`src/rtl/core/mcr_pkg.sv`:
```
// Package for the midpoint circle rasteriser core.
// Holds field widths, operation codes, stepping constants and the group record.
// No dependencies.
package mcr_pkg;

  localparam int CW   = 15;  // centre coordinate
  localparam int RW   = 14;  // radius
  localparam int AW   = 15;  // along / across
  localparam int DW   = 20;  // decision variable
  localparam int COLW = 32;  // colour
  localparam int OW   = 16;  // result coordinate
  localparam int IW   = 3;   // result index within a group

  localparam int DEC_INIT    = 3;
  localparam int DEC_STEP_LO = 6;
  localparam int DEC_STEP_HI = 10;

  localparam logic [IW-1:0] LAST_OUTLINE = 3'd7;
  localparam logic [IW-1:0] LAST_FILL    = 3'd3;

  typedef enum logic {
    OP_START = 1'b0,
    OP_STEP  = 1'b1
  } op_t;

  typedef struct packed {
    logic signed [CW-1:0] cx;
    logic signed [CW-1:0] cy;
    logic [AW-1:0]        along;
    logic signed [AW-1:0] across;
    logic                 fill;
    logic [COLW-1:0]      color;
    logic                 finished;
  } group_t;

endpackage

```
`src/rtl/core/mcr_if.sv`:
```
// Channel interfaces of the midpoint circle rasteriser core.
// Command channel and span/point result channel; depends on mcr_pkg.
interface mcr_cmd_if import mcr_pkg::*; ();
  logic                 valid;
  logic                 ready;
  logic                 opcode;
  logic signed [CW-1:0] center_x;
  logic signed [CW-1:0] center_y;
  logic [RW-1:0]        radius;
  logic                 fill;
  logic [COLW-1:0]      color;

  modport source (output valid, opcode, center_x, center_y, radius, fill, color,
                  input ready);
  modport sink   (input valid, opcode, center_x, center_y, radius, fill, color,
                  output ready);
endinterface

interface mcr_pix_if import mcr_pkg::*; ();
  logic                 valid;
  logic                 ready;
  logic signed [OW-1:0] x_begin;
  logic signed [OW-1:0] y_begin;
  logic signed [OW-1:0] x_end;
  logic signed [OW-1:0] y_end;
  logic [COLW-1:0]      pixel_color;
  logic                 last;
  logic                 finished;

  modport source (output valid, x_begin, y_begin, x_end, y_end, pixel_color, last,
                  finished, input ready);
  modport sink   (input valid, x_begin, y_begin, x_end, y_end, pixel_color, last,
                  finished, output ready);
endinterface

```
`src/rtl/core/mcr_stepper.sv`:
```
// Circle state and midpoint decision update, one step per command transaction.
// Hands the pre-advance snapshot of each step to the emitter; depends on mcr_pkg, mcr_if.
module mcr_stepper import mcr_pkg::*; (
  input  logic        clk,
  input  logic        rst,
  mcr_cmd_if.sink     cmd,
  input  logic        take,
  output group_t      grp,
  output logic        grp_valid
);

  logic signed [CW-1:0] cx;
  logic signed [CW-1:0] cy;
  logic [AW-1:0]        along;
  logic signed [AW-1:0] across;
  logic [DW-1:0]        decision;
  logic                 fill_mode;
  logic [COLW-1:0]      draw_color;
  logic                 active;

  logic                 is_start;
  logic                 fire;
  logic signed [CW-1:0] cur_cx;
  logic signed [CW-1:0] cur_cy;
  logic [AW-1:0]        cur_along;
  logic signed [AW-1:0] cur_across;
  logic [DW-1:0]        cur_dec;
  logic                 cur_fill;
  logic [COLW-1:0]      cur_color;
  logic [AW-1:0]        along_next;
  logic signed [AW-1:0] across_next;
  logic [DW-1:0]        decision_next;
  logic                 done;

  assign cmd.ready = take;
  assign is_start  = (op_t'(cmd.opcode) == OP_START);
  assign fire      = cmd.valid && take && (is_start || active);

  always_comb begin
    if (is_start) begin
      cur_cx     = cmd.center_x;
      cur_cy     = cmd.center_y;
      cur_along  = '0;
      cur_across = $signed({1'b0, cmd.radius});
      cur_dec    = DW'(DEC_INIT) - (DW'(cmd.radius) << 1);
      cur_fill   = cmd.fill;
      cur_color  = cmd.color;
    end else begin
      cur_cx     = cx;
      cur_cy     = cy;
      cur_along  = along;
      cur_across = across;
      cur_dec    = decision;
      cur_fill   = fill_mode;
      cur_color  = draw_color;
    end
  end

  always_comb begin
    along_next = cur_along + AW'(1);
    if (cur_dec[DW-1]) begin
      decision_next = cur_dec + (DW'(along_next) << 2) + DW'(DEC_STEP_LO);
      across_next   = cur_across;
    end else begin
      decision_next = cur_dec + ((DW'(along_next) - DW'(cur_across)) << 2)
                      + DW'(DEC_STEP_HI);
      across_next   = cur_across - AW'(1);
    end
    done = $signed({2'b00, along_next}) >
           $signed({across_next[AW-1], across_next[AW-1], across_next});
  end

  always_comb begin
    grp.cx       = cur_cx;
    grp.cy       = cur_cy;
    grp.along    = cur_along;
    grp.across   = cur_across;
    grp.fill     = cur_fill;
    grp.color    = cur_color;
    grp.finished = done;
    grp_valid    = fire;
  end

  always_ff @(posedge clk) begin
    if (rst) begin
      cx         <= '0;
      cy         <= '0;
      along      <= '0;
      across     <= '0;
      decision   <= '0;
      fill_mode  <= 1'b0;
      draw_color <= '0;
      active     <= 1'b0;
    end else if (fire) begin
      cx         <= cur_cx;
      cy         <= cur_cy;
      along      <= along_next;
      across     <= across_next;
      decision   <= decision_next;
      fill_mode  <= cur_fill;
      draw_color <= cur_color;
      active     <= !done;
    end
  end

endmodule

```
`src/rtl/core/mcr_emitter.sv`:
```
// Group register and result register: expands one step into four spans or eight points.
// One result per cycle onto the result channel while pix is not stalled; depends on mcr_pkg, mcr_if.
module mcr_emitter import mcr_pkg::*; #(
  parameter int COORD_BITS = 16
) (
  input  logic        clk,
  input  logic        rst,
  input  group_t      grp_in,
  input  logic        grp_in_valid,
  output logic        take,
  mcr_pix_if.source   pix
);

  localparam int SW = (COORD_BITS > CW + 2) ? COORD_BITS : CW + 2;
  localparam int EW = (COORD_BITS > OW) ? COORD_BITS : OW;

  group_t          grp;
  logic            grp_valid;
  logic [IW-1:0]   idx;

  logic [IW-1:0]   idx_last;
  logic            out_free;
  logic            load;
  logic            load_last;
  logic signed [AW:0] off_a;
  logic signed [AW:0] off_c;
  logic [OW-1:0]   xpa, xma, xpc, xmc, ypa, yma, ypc, ymc;
  logic [OW-1:0]   xb, yb, xe, ye;

  function automatic logic [OW-1:0] crd(input logic signed [CW-1:0] base,
                                        input logic signed [AW:0] off,
                                        input logic neg);
    logic signed [SW-1:0]         sum;
    logic signed [COORD_BITS-1:0] wrapped;
    logic signed [EW-1:0]         ext;
    sum     = neg ? (SW'(base) - SW'(off)) : (SW'(base) + SW'(off));
    wrapped = sum[COORD_BITS-1:0];
    ext     = EW'(wrapped);
    return ext[OW-1:0];
  endfunction

  assign idx_last  = grp.fill ? LAST_FILL : LAST_OUTLINE;
  assign out_free  = !pix.valid || pix.ready;
  assign load      = grp_valid && out_free;
  assign load_last = load && (idx == idx_last);
  assign take      = !grp_valid || load_last;

  assign off_a = $signed({1'b0, grp.along});
  assign off_c = $signed({grp.across[AW-1], grp.across});

  assign xpa = crd(grp.cx, off_a, 1'b0);
  assign xma = crd(grp.cx, off_a, 1'b1);
  assign xpc = crd(grp.cx, off_c, 1'b0);
  assign xmc = crd(grp.cx, off_c, 1'b1);
  assign ypa = crd(grp.cy, off_a, 1'b0);
  assign yma = crd(grp.cy, off_a, 1'b1);
  assign ypc = crd(grp.cy, off_c, 1'b0);
  assign ymc = crd(grp.cy, off_c, 1'b1);

  always_comb begin
    xb = xpa;
    yb = ypc;
    xe = xpa;
    ye = ypc;
    if (grp.fill) begin
      case (idx)
        3'd0:    begin xb = xpc; yb = ypa; xe = xpc; ye = yma; end
        3'd1:    begin xb = xmc; yb = ypa; xe = xmc; ye = yma; end
        3'd2:    begin xb = xpa; yb = ypc; xe = xpa; ye = ymc; end
        default: begin xb = xma; yb = ymc; xe = xma; ye = ypc; end
      endcase
    end else begin
      case (idx)
        3'd0:    begin xb = xpa; yb = ypc; end
        3'd1:    begin xb = xma; yb = ypc; end
        3'd2:    begin xb = xpa; yb = ymc; end
        3'd3:    begin xb = xma; yb = ymc; end
        3'd4:    begin xb = xpc; yb = ypa; end
        3'd5:    begin xb = xpc; yb = yma; end
        3'd6:    begin xb = xmc; yb = ypa; end
        default: begin xb = xmc; yb = yma; end
      endcase
      xe = xb;
      ye = yb;
    end
  end

  always_ff @(posedge clk) begin
    if (rst) begin
      grp_valid <= 1'b0;
      idx       <= '0;
    end else if (grp_in_valid) begin
      grp_valid <= 1'b1;
      idx       <= '0;
    end else if (load_last) begin
      grp_valid <= 1'b0;
    end else if (load) begin
      idx <= idx + IW'(1);
    end
  end

  always_ff @(posedge clk) begin
    if (grp_in_valid) begin
      grp <= grp_in;
    end
  end

  always_ff @(posedge clk) begin
    if (rst) begin
      pix.valid <= 1'b0;
    end else if (load) begin
      pix.valid <= 1'b1;
    end else if (pix.ready) begin
      pix.valid <= 1'b0;
    end
  end

  always_ff @(posedge clk) begin
    if (load) begin
      pix.x_begin     <= xb;
      pix.y_begin     <= yb;
      pix.x_end       <= xe;
      pix.y_end       <= ye;
      pix.pixel_color <= grp.color;
      pix.last        <= (idx == idx_last);
      pix.finished    <= (idx == idx_last) && grp.finished;
    end
  end

endmodule

```
`src/rtl/core/midpoint_circle_rasterizer_core.sv`:
```
// Top level of the midpoint circle rasteriser: stepper feeding the result emitter.
// Depends on mcr_pkg, mcr_if, mcr_stepper, mcr_emitter.
//
//   channel | dir | transaction
//   --------+-----+---------------------------------------------------------
//   cmd     | in  | opcode, center_x, center_y, radius, fill, color
//   pix     | out | x_begin, y_begin, x_end, y_end, pixel_color, last, finished
//
// A step yields 8 point results (outline) or 4 span results (fill), one per cycle
// while pix is not stalled; the group register sets which of the two it is.
// The next command is taken in the cycle its predecessor's last result enters the
// output register; a step with no circle in progress yields nothing. A command's first
// result passes the group and result registers in turn. rst is synchronous and clears
// the circle state and both valid flags. pix stalls hold the output and back up cmd.
module midpoint_circle_rasterizer_core import mcr_pkg::*; #(
  parameter int COORD_BITS = 16
) (
  input  logic      clk,
  input  logic      rst,
  mcr_cmd_if.sink   cmd,
  mcr_pix_if.source pix
);

  group_t grp;
  logic   grp_valid;
  logic   take;

  mcr_stepper u_stepper (
    .clk       (clk),
    .rst       (rst),
    .cmd       (cmd),
    .take      (take),
    .grp       (grp),
    .grp_valid (grp_valid)
  );

  mcr_emitter #(
    .COORD_BITS (COORD_BITS)
  ) u_emitter (
    .clk          (clk),
    .rst          (rst),
    .grp_in       (grp),
    .grp_in_valid (grp_valid),
    .take         (take),
    .pix          (pix)
  );

endmodule

```
`src/flat_wrapper.sv`:
```
// flat-port wrapper written by rule: the top's interface ports become plain ports
module midpoint_circle_rasterizer_core_flat import mcr_pkg::*;
#(
  parameter int COORD_BITS = 16
)
  (clk, rst, cmd_valid, cmd_opcode, cmd_center_x, cmd_center_y, cmd_radius, cmd_fill, cmd_color, cmd_ready, pix_valid, pix_x_begin, pix_y_begin, pix_x_end, pix_y_end, pix_pixel_color, pix_last, pix_finished, pix_ready);
  mcr_cmd_if cmd_i ();
  mcr_pix_if pix_i ();
  input  logic clk;
  input  logic rst;
  input wire logic [$bits(cmd_i.valid)-1:0] cmd_valid;
  input wire logic [$bits(cmd_i.opcode)-1:0] cmd_opcode;
  input wire logic [$bits(cmd_i.center_x)-1:0] cmd_center_x;
  input wire logic [$bits(cmd_i.center_y)-1:0] cmd_center_y;
  input wire logic [$bits(cmd_i.radius)-1:0] cmd_radius;
  input wire logic [$bits(cmd_i.fill)-1:0] cmd_fill;
  input wire logic [$bits(cmd_i.color)-1:0] cmd_color;
  output wire logic [$bits(cmd_i.ready)-1:0] cmd_ready;
  output wire logic [$bits(pix_i.valid)-1:0] pix_valid;
  output wire logic [$bits(pix_i.x_begin)-1:0] pix_x_begin;
  output wire logic [$bits(pix_i.y_begin)-1:0] pix_y_begin;
  output wire logic [$bits(pix_i.x_end)-1:0] pix_x_end;
  output wire logic [$bits(pix_i.y_end)-1:0] pix_y_end;
  output wire logic [$bits(pix_i.pixel_color)-1:0] pix_pixel_color;
  output wire logic [$bits(pix_i.last)-1:0] pix_last;
  output wire logic [$bits(pix_i.finished)-1:0] pix_finished;
  input wire logic [$bits(pix_i.ready)-1:0] pix_ready;
  assign cmd_i.valid = cmd_valid;
  assign cmd_i.opcode = cmd_opcode;
  assign cmd_i.center_x = cmd_center_x;
  assign cmd_i.center_y = cmd_center_y;
  assign cmd_i.radius = cmd_radius;
  assign cmd_i.fill = cmd_fill;
  assign cmd_i.color = cmd_color;
  assign cmd_ready = cmd_i.ready;
  assign pix_valid = pix_i.valid;
  assign pix_x_begin = pix_i.x_begin;
  assign pix_y_begin = pix_i.y_begin;
  assign pix_x_end = pix_i.x_end;
  assign pix_y_end = pix_i.y_end;
  assign pix_pixel_color = pix_i.pixel_color;
  assign pix_last = pix_i.last;
  assign pix_finished = pix_i.finished;
  assign pix_i.ready = pix_ready;
  midpoint_circle_rasterizer_core #(.COORD_BITS(COORD_BITS)) u_core (.clk(clk), .rst(rst), .cmd(cmd_i), .pix(pix_i));
endmodule
```
`config.mk`:
```
export PLATFORM = sky130hd
export DESIGN_NAME = midpoint_circle_rasterizer_core_flat
export DESIGN_NICKNAME = d
export VERILOG_FILES = /design/src/rtl/core/mcr_pkg.sv /design/src/rtl/core/mcr_if.sv /design/src/rtl/core/mcr_stepper.sv /design/src/rtl/core/mcr_emitter.sv /design/src/rtl/core/midpoint_circle_rasterizer_core.sv /design/src/flat_wrapper.sv
export SDC_FILE = /design/constraint.sdc
export NUM_CORES = 1
export LEC_CHECK = 0
export BUFFER_PORTS_ARGS = -buffer_cell sky130_fd_sc_hd__buf_2
export CORE_UTILIZATION = 55
export DETAILED_ROUTE_END_ITERATION = 8
export PLACE_DENSITY_LB_ADDON = 0.1
export SETUP_SLACK_MARGIN = 0.15
export SYNTH_ARGS = -nofsm -noshare
export SYNTH_HDL_FRONTEND = slang
export SYNTH_HIERARCHICAL = 1
export SYNTH_SLANG_ARGS = --single-unit
```
`constraint.sdc`:
```
create_clock -name clk -period 24 [get_ports clk]
set_input_delay 4.8 -clock clk [delete_from_list [all_inputs] [get_ports clk]]
set_output_delay 4.8 -clock clk [all_outputs]
set_load 0.01 [all_outputs]
```
Word-level counts from Yosys, hierarchy flattened
Index checks and enable logic that the tools add are counted.
{"block": "classes", "muxes": 22, "magnitude_cmp": 1, "eq_ne": 7, "add_sub_neg": 17, "reduce_logical": 22, "bitwise": 2}
{"op": "16-bit one-hot mux with 3 select lines", "n": 3}
{"op": "15-bit two-way mux", "n": 5}
{"op": "16-bit one-hot mux with 2 select lines", "n": 2}
{"op": "16-bit two-way mux", "n": 3}
{"op": "20-bit two-way mux", "n": 2}
{"op": "15-bit by 15-bit adder with 16-bit output", "n": 2}
{"op": "15-bit by 16-bit adder with 16-bit output", "n": 2}
{"op": "32-bit two-way mux", "n": 1}
{"op": "15-bit by 15-bit subtractor with 16-bit output", "n": 2}
{"op": "15-bit by 16-bit subtractor with 16-bit output", "n": 2}
{"op": "20-bit by 17-bit adder with 20-bit output", "n": 1}
{"op": "20-bit adder", "n": 1}
{"op": "20-bit by 3-bit adder with 20-bit output (second input constant)", "n": 1}
{"op": "20-bit by 4-bit adder with 20-bit output (second input constant)", "n": 1}
{"op": "16-bit by 15-bit subtractor with 17-bit output", "n": 1}
{"op": "16-bit by 15-bit greater-than comparator with 1-bit output", "n": 1}
{"op": "2-bit by 15-bit subtractor with 16-bit output (first input constant)", "n": 1}
{"op": "15-bit by 1-bit adder with 15-bit output (second input constant)", "n": 1}
{"op": "15-bit by 2-bit subtractor with 15-bit output (second input constant)", "n": 1}
{"op": "2-bit OR reduction", "n": 7}
{"op": "3-bit equality test (second input constant)", "n": 3}
{"op": "3-bit by 2-bit equality test with 1-bit output (second input constant)", "n": 2}
{"op": "1-bit logical AND", "n": 5}
{"op": "1-bit two-way mux", "n": 5}
{"op": "10 further kinds", "n": 16}
{"block": "word_totals", "register_bits": 295}

Depth between registers and ports, before layout
{"block": "depth", "depth_word": 8, "depth_mapped": 27}

Hierarchy
The synthesis kept the hierarchy.
{"mod": "mcr_emitter", "area_each_um2": 13613.1, "cells_per_inst": 1413, "n_inst": 1}
{"mod": "mcr_stepper", "area_each_um2": 9251.4, "cells_per_inst": 1205, "n_inst": 1}

Worst setup path after synthesis
OpenSTA, ideal clock, no wires.
{"block": "synth_timing", "path_kind": "input-to-reg", "start": "input port cmd_opcode", "end": "register u_core.u_stepper.decision[19]", "required_time_ps": 23883, "stages": 27, "path_slack_ps": 13098, "arrival_ps": 10785, "path_cell_list": "buf_2 > buf_1 > clkbuf_1 > buf_2 > clkbuf_1 > clkbuf_1 > nand2_1 > inv_1 > ha_1 > nor2b_1 > o21ai_0 > nand2b_1 > a311oi_1 > o221ai_1 > a221o_1 > a21o_1 > xor2_1 > ha_1 > ha_1 > a21o_1 > nor3_1 > nand3_1 > o311a_1 > or4b_2 > a31oi_1 > mux2i_1 > a32o_1"}
{"block": "synth_via", "elab_chain_cells": 6, "word_cells_on_any_way": 13}
{"element": "start, declared", "line": "flat_wrapper.sv:12", "rtl": "input wire logic [$bits(cmd_i.opcode)-1:0] cmd_opcode;"}
{"element": "15-bit two-way mux (*)", "line": "mcr_stepper.sv:40", "rtl": "if (is_start) begin"}
{"element": "15-bit by 1-bit adder with 15-bit output (*)", "line": "mcr_stepper.sv:60", "rtl": "along_next = cur_along + AW'(1);"}
{"element": "via u_core.u_stepper.along_next[1]", "line": "mcr_stepper.sv:30", "rtl": "logic [AW-1:0] along_next;"}
{"element": "16-bit by 15-bit subtractor with 17-bit output", "line": "mcr_stepper.sv:65", "rtl": "decision_next = cur_dec + ((DW'(along_next) - DW'(cur_across)) << 2)"}
{"element": "20-bit adder", "line": "mcr_stepper.sv:65"}
{"element": "20-bit by 4-bit adder with 20-bit output", "line": "mcr_stepper.sv:66", "rtl": "+ DW'(DEC_STEP_HI);"}
{"element": "20-bit two-way mux (*)", "line": "mcr_stepper.sv:61", "rtl": "if (cur_dec[DW-1]) begin"}
{"element": "end signal, assigned", "line": "mcr_stepper.sv:99", "rtl": "decision <= decision_next;"}
{"element": "end, declared", "line": "mcr_stepper.sv:16", "rtl": "logic [DW-1:0] decision;"}
The timed path passes the listed nets; every way through them passes the cells marked *.
A chain may end at the register's enable or synchronous reset.

Final worst setup path
{"block": "layout_timing", "start": "input port pix_ready", "end": "output port cmd_ready"}
{"block": "layout_via", "elab_chain_cells": 4}
{"element": "start, declared", "line": "flat_wrapper.sv:27", "rtl": "input wire logic [$bits(pix_i.ready)-1:0] pix_ready;"}
{"element": "1-bit logical OR", "line": "mcr_emitter.sv:43", "rtl": "assign out_free = !pix.valid || pix.ready;"}
{"element": "1-bit logical AND", "line": "mcr_emitter.sv:44", "rtl": "assign load = grp_valid && out_free;"}
{"element": "1-bit logical AND", "line": "mcr_emitter.sv:45", "rtl": "assign load_last = load && (idx == idx_last);"}
{"element": "1-bit logical OR", "line": "mcr_emitter.sv:46", "rtl": "assign take = !grp_valid || load_last;"}
{"element": "end, declared", "line": "flat_wrapper.sv:18", "rtl": "output wire logic [$bits(cmd_i.ready)-1:0] cmd_ready;"}
No other way between the ends.

==> impl_metrics.sql <==
INSERT INTO impl_metrics (metric_group, metric, value, unit) VALUES
('run_status', 'status', 'completed', ''),
('timing', 'finalMaxSlewViolations', '0', ''),
('floorplan', 'number_of_top_level_design_ports', '182', ''),
('layout', 'layout.core_utilization', '0.614', ''),
('timing', 'fmax', '93.6', 'MHz'),
('drt', 'via_per_inst', '6.22', ''),
('yosys', 'synth.lib_cells_used.distinct', '103', ''),
('global_route', 'globalRouteTotalUtil', '0.338', ''),
('floorplan', 'floorplan.initialDensity', '0.559', ''),
('cts', 'numClockSinks', '294', ''),
('setup_path', 'crit_fanout', '3', ''),
('setup_path', 'top_cell_by_count_worst_path', 'sky130_fd_sc_hd__buf_2', ''),
('cts', 'cts.path.max_buffers', '3', ''),
('power_and_ir_drop', 'vdd.ir_drop.worst', '0.0000901', 'V'),
('cts', 'tritoncts', 'yes', ''),
('drt', 'initialDrtViolationCount', '1872', ''),
('cts', 'htree_num_levels', '2', ''),
('drt', 'remaining_antenna_violation_count_after_routing', '0', ''),
('global_route', 'grt_antenna_before_repair', '3', ''),
('setup_path', 'worstSetupStartpoint', 'pix_ready', ''),
('cts', 'clock_tree.root_cell', 'sky130_fd_sc_hd__clkbuf_16', ''),
('run', 'maxCapViolations', '0', ''),
('cts', 'clock_transition_at_the_registers_of_the_reported_paths', '0.06', 'ns'),
('hold_path', 'holdCritPathClass', 'reg2reg', ''),
('setup_path', 'critical-path-max-stage-delay', '0.67', 'ns'),
('timing', 'fin_setup_tns', '0', 'ns'),
('layout', 'stdcell_count', '3264', ''),
('layout', 'n_fill_cell', '3553', ''),
('timing', 'period_needed', '10.68', 'ns'),
('yosys', 'synth-compound-area-share', '0.219', ''),
('timing', 'final_setup_violation_count', '0', ''),
('placement', 'gp_routability_congestion', '0.997', ''),
('global_route', 'globalRoute.totalOverflow', '0', ''),
('placement', 'dpl.hpwl', '54100', 'um'),
('drt', 'totalWireLength', '72500', 'um'),
('setup_path', 'critPathArrivalTime', '5.88', 'ns'),
('yosys', 'yosysWarnings', '6', ''),
('floorplan', 'die-width', '206', 'um'),
('setup_path', 'path_buf_inv', '2', ''),
('yosys', 'synth.ff_latch_count', '294', ''),
('timing', 'transition_time_at_the_pin_with_the_least_slew_margin', '1.22', 'ns'),
('layout', 'nets', '3012', ''),
('layout', 'fraction_of_layout_instances_using_a_drive_strength_above_1', '0.143', ''),
('floorplan', 'die_h', '206', 'um'),
('power_and_ir_drop', 'p_total', '1.73', 'mW'),
('cts', 'cts_hold_buffers', '0', ''),
('yosys', 'asyncSetResetFlopFracSynth', '0', ''),
('layout', 'area_growth_syn_to_layout', '9.84', '%'),
('floorplan', 'core_area', '40900', 'um2'),
('drt', 'avgRoutedWirePerCell', '22.2', 'um'),
('yosys', 'netlist_instances', '2618', ''),
('timing', 'grt_setup_unrepaired', 'no', ''),
('yosys', 'largest_family_of_logic_cells_by_synthesized_area', 'compound AO/OA/AOI/OAI gates', ''),
('timing', 'hold_vio_cnt_final', '0', ''),
('yosys', 'syn_avg_cell_area', '8.73', 'um2'),
('setup_path', 'critPathLaunchType', 'input port', ''),
('cts', 'clk_latency', '0.57', 'ns'),
('timing', 'clock-skew-final', '0.0149', 'ns'),
('placement', 'numPortBuffers', '181', ''),
('floorplan', 'rows', '74', ''),
('cts', 'postCtsSetupBuffers', '0', ''),
('power_and_ir_drop', 'leakage_power_summed_over_all_cells', '10.2', 'nW'),
('drt', 'drt_pass1_iterations', '6', ''),
('timing', 'headroom_to_the_max_slew_limit', '0.189', ''),
('cts', 'cts-buffers-inserted', '34', ''),
('setup_path', 'ff2ff_setup_slack', '18.06', 'ns'),
('hold_path', 'hp_start', 'u_core/u_emitter/grp[32]$_DFFE_PP_', ''),
('power_and_ir_drop', 'p_per_area', '68.9', 'nW/um2'),
('floorplan', 'floorplan.die_area', '42400', 'um2'),
('yosys', 'prevailing_post_synth_register_cell', 'sky130_fd_sc_hd__edfxtp_1', ''),
('yosys', 'synth_enable_flop_cells', '176', '');
==> Yosys cell counts, drive strengths merged (24+ instances only) <==
cell    number  area [um2]
edfxtp     176        5290
o221ai      24         216
nor3        66         340
o22ai       24         150
nand3       31         155
a21o        29         218
xor2        30         263
o21bai      28         210
ha         217        2720
mux2        70         788
a21oi      262        1320
inv        148         556
nand2      267        1000
a221oi      25         225
xnor2      123        1080
dfxtp      118        2360
buf         42         273
nor2       232         873
nor2b       38         240
nand2b      31         194
o21ai      137         689
clkbuf     117         439
a211oi      35         283
==> path summary, 6_finish.rpt <==
path,cells past startpoint,end
worst max-delay path,4,cmd_ready
worst min-delay path,0,u_core/u_emitter/pix.pixel_color[31]$_DFFE_PP_
worst max register to register,19,u_core/u_stepper/decision[19]$_SDFFE_PP0P_
worst min register to register,0,u_core/u_emitter/pix.pixel_color[31]$_DFFE_PP_
==> flip-flops by register name (all words and copies together), names as in the netlist, 3 cells and up <==
name                              count
u_core/u_emitter/grp                 94
u_core/u_emitter/pix.pixel_color     32
u_core/u_stepper/draw_color          32
u_core/u_stepper/decision            19
u_core/u_emitter/pix.x_end           16
u_core/u_emitter/pix.y_begin         16
u_core/u_emitter/pix.y_end           16
u_core/u_stepper/across              15
u_core/u_stepper/along               15
u_core/u_stepper/cx                  15
u_core/u_stepper/cy                  15
u_core/u_emitter/idx                  3
==> cells by family after synthesis <==
logic type,after synthesis
and+or+nand+nor,789
AOI/OAI and AO/OA,756
buffers and inverters,308
DFF,294
adders and majority gates,228
xor gates and xnor gates,153
muxes,90
==> metrics by stage <==
stage | cell area, um2 | hold slack [ns] | setup slack [ns]
final | 25100 | 0.407 | 13.32
after global routing | 25100 | 0.425 | 13.21
after CTS | 25100 | 0.410 | 13.35
after detailed placement | 24000 | 0.405 | 13.15
after global placement | 24000 | 0.401 | 13.24
after floorplan | 22900 | 0.400 | 13.10
==> routing by layer <==
metal,global-route usage,routed length (um),vias up
li1,-,-,9671
met1,0.436,29900,9534
met2,0.556,33700,934
met3,0.0481,5360,174
met4,0.162,3590,0
met5,0,0,-
==> report_power, final <==
group | switching [mW] | total (mW) | internal [mW]
Sequential | 0.0280 | 0.610 | 0.582
Clock | 0.232 | 0.536 | 0.304
Combinational | 0.362 | 0.583 | 0.221
Total | 0.622 | 1.73 | 1.11
==> layout make-up <==
type	count	area [um2]	share of cell area
multi-input combinational	2016	14000	0.556
sequential	294	7650	0.305
timing repair buffer	207	1110	0.0440
clock buffer	40	883	0.0352
tap	532	666	0.0265
inverter	149	567	0.0226
clock inverter	22	265	0.0106
antenna	4	10.0	0.000399
(Power assumes the default switching activity.)
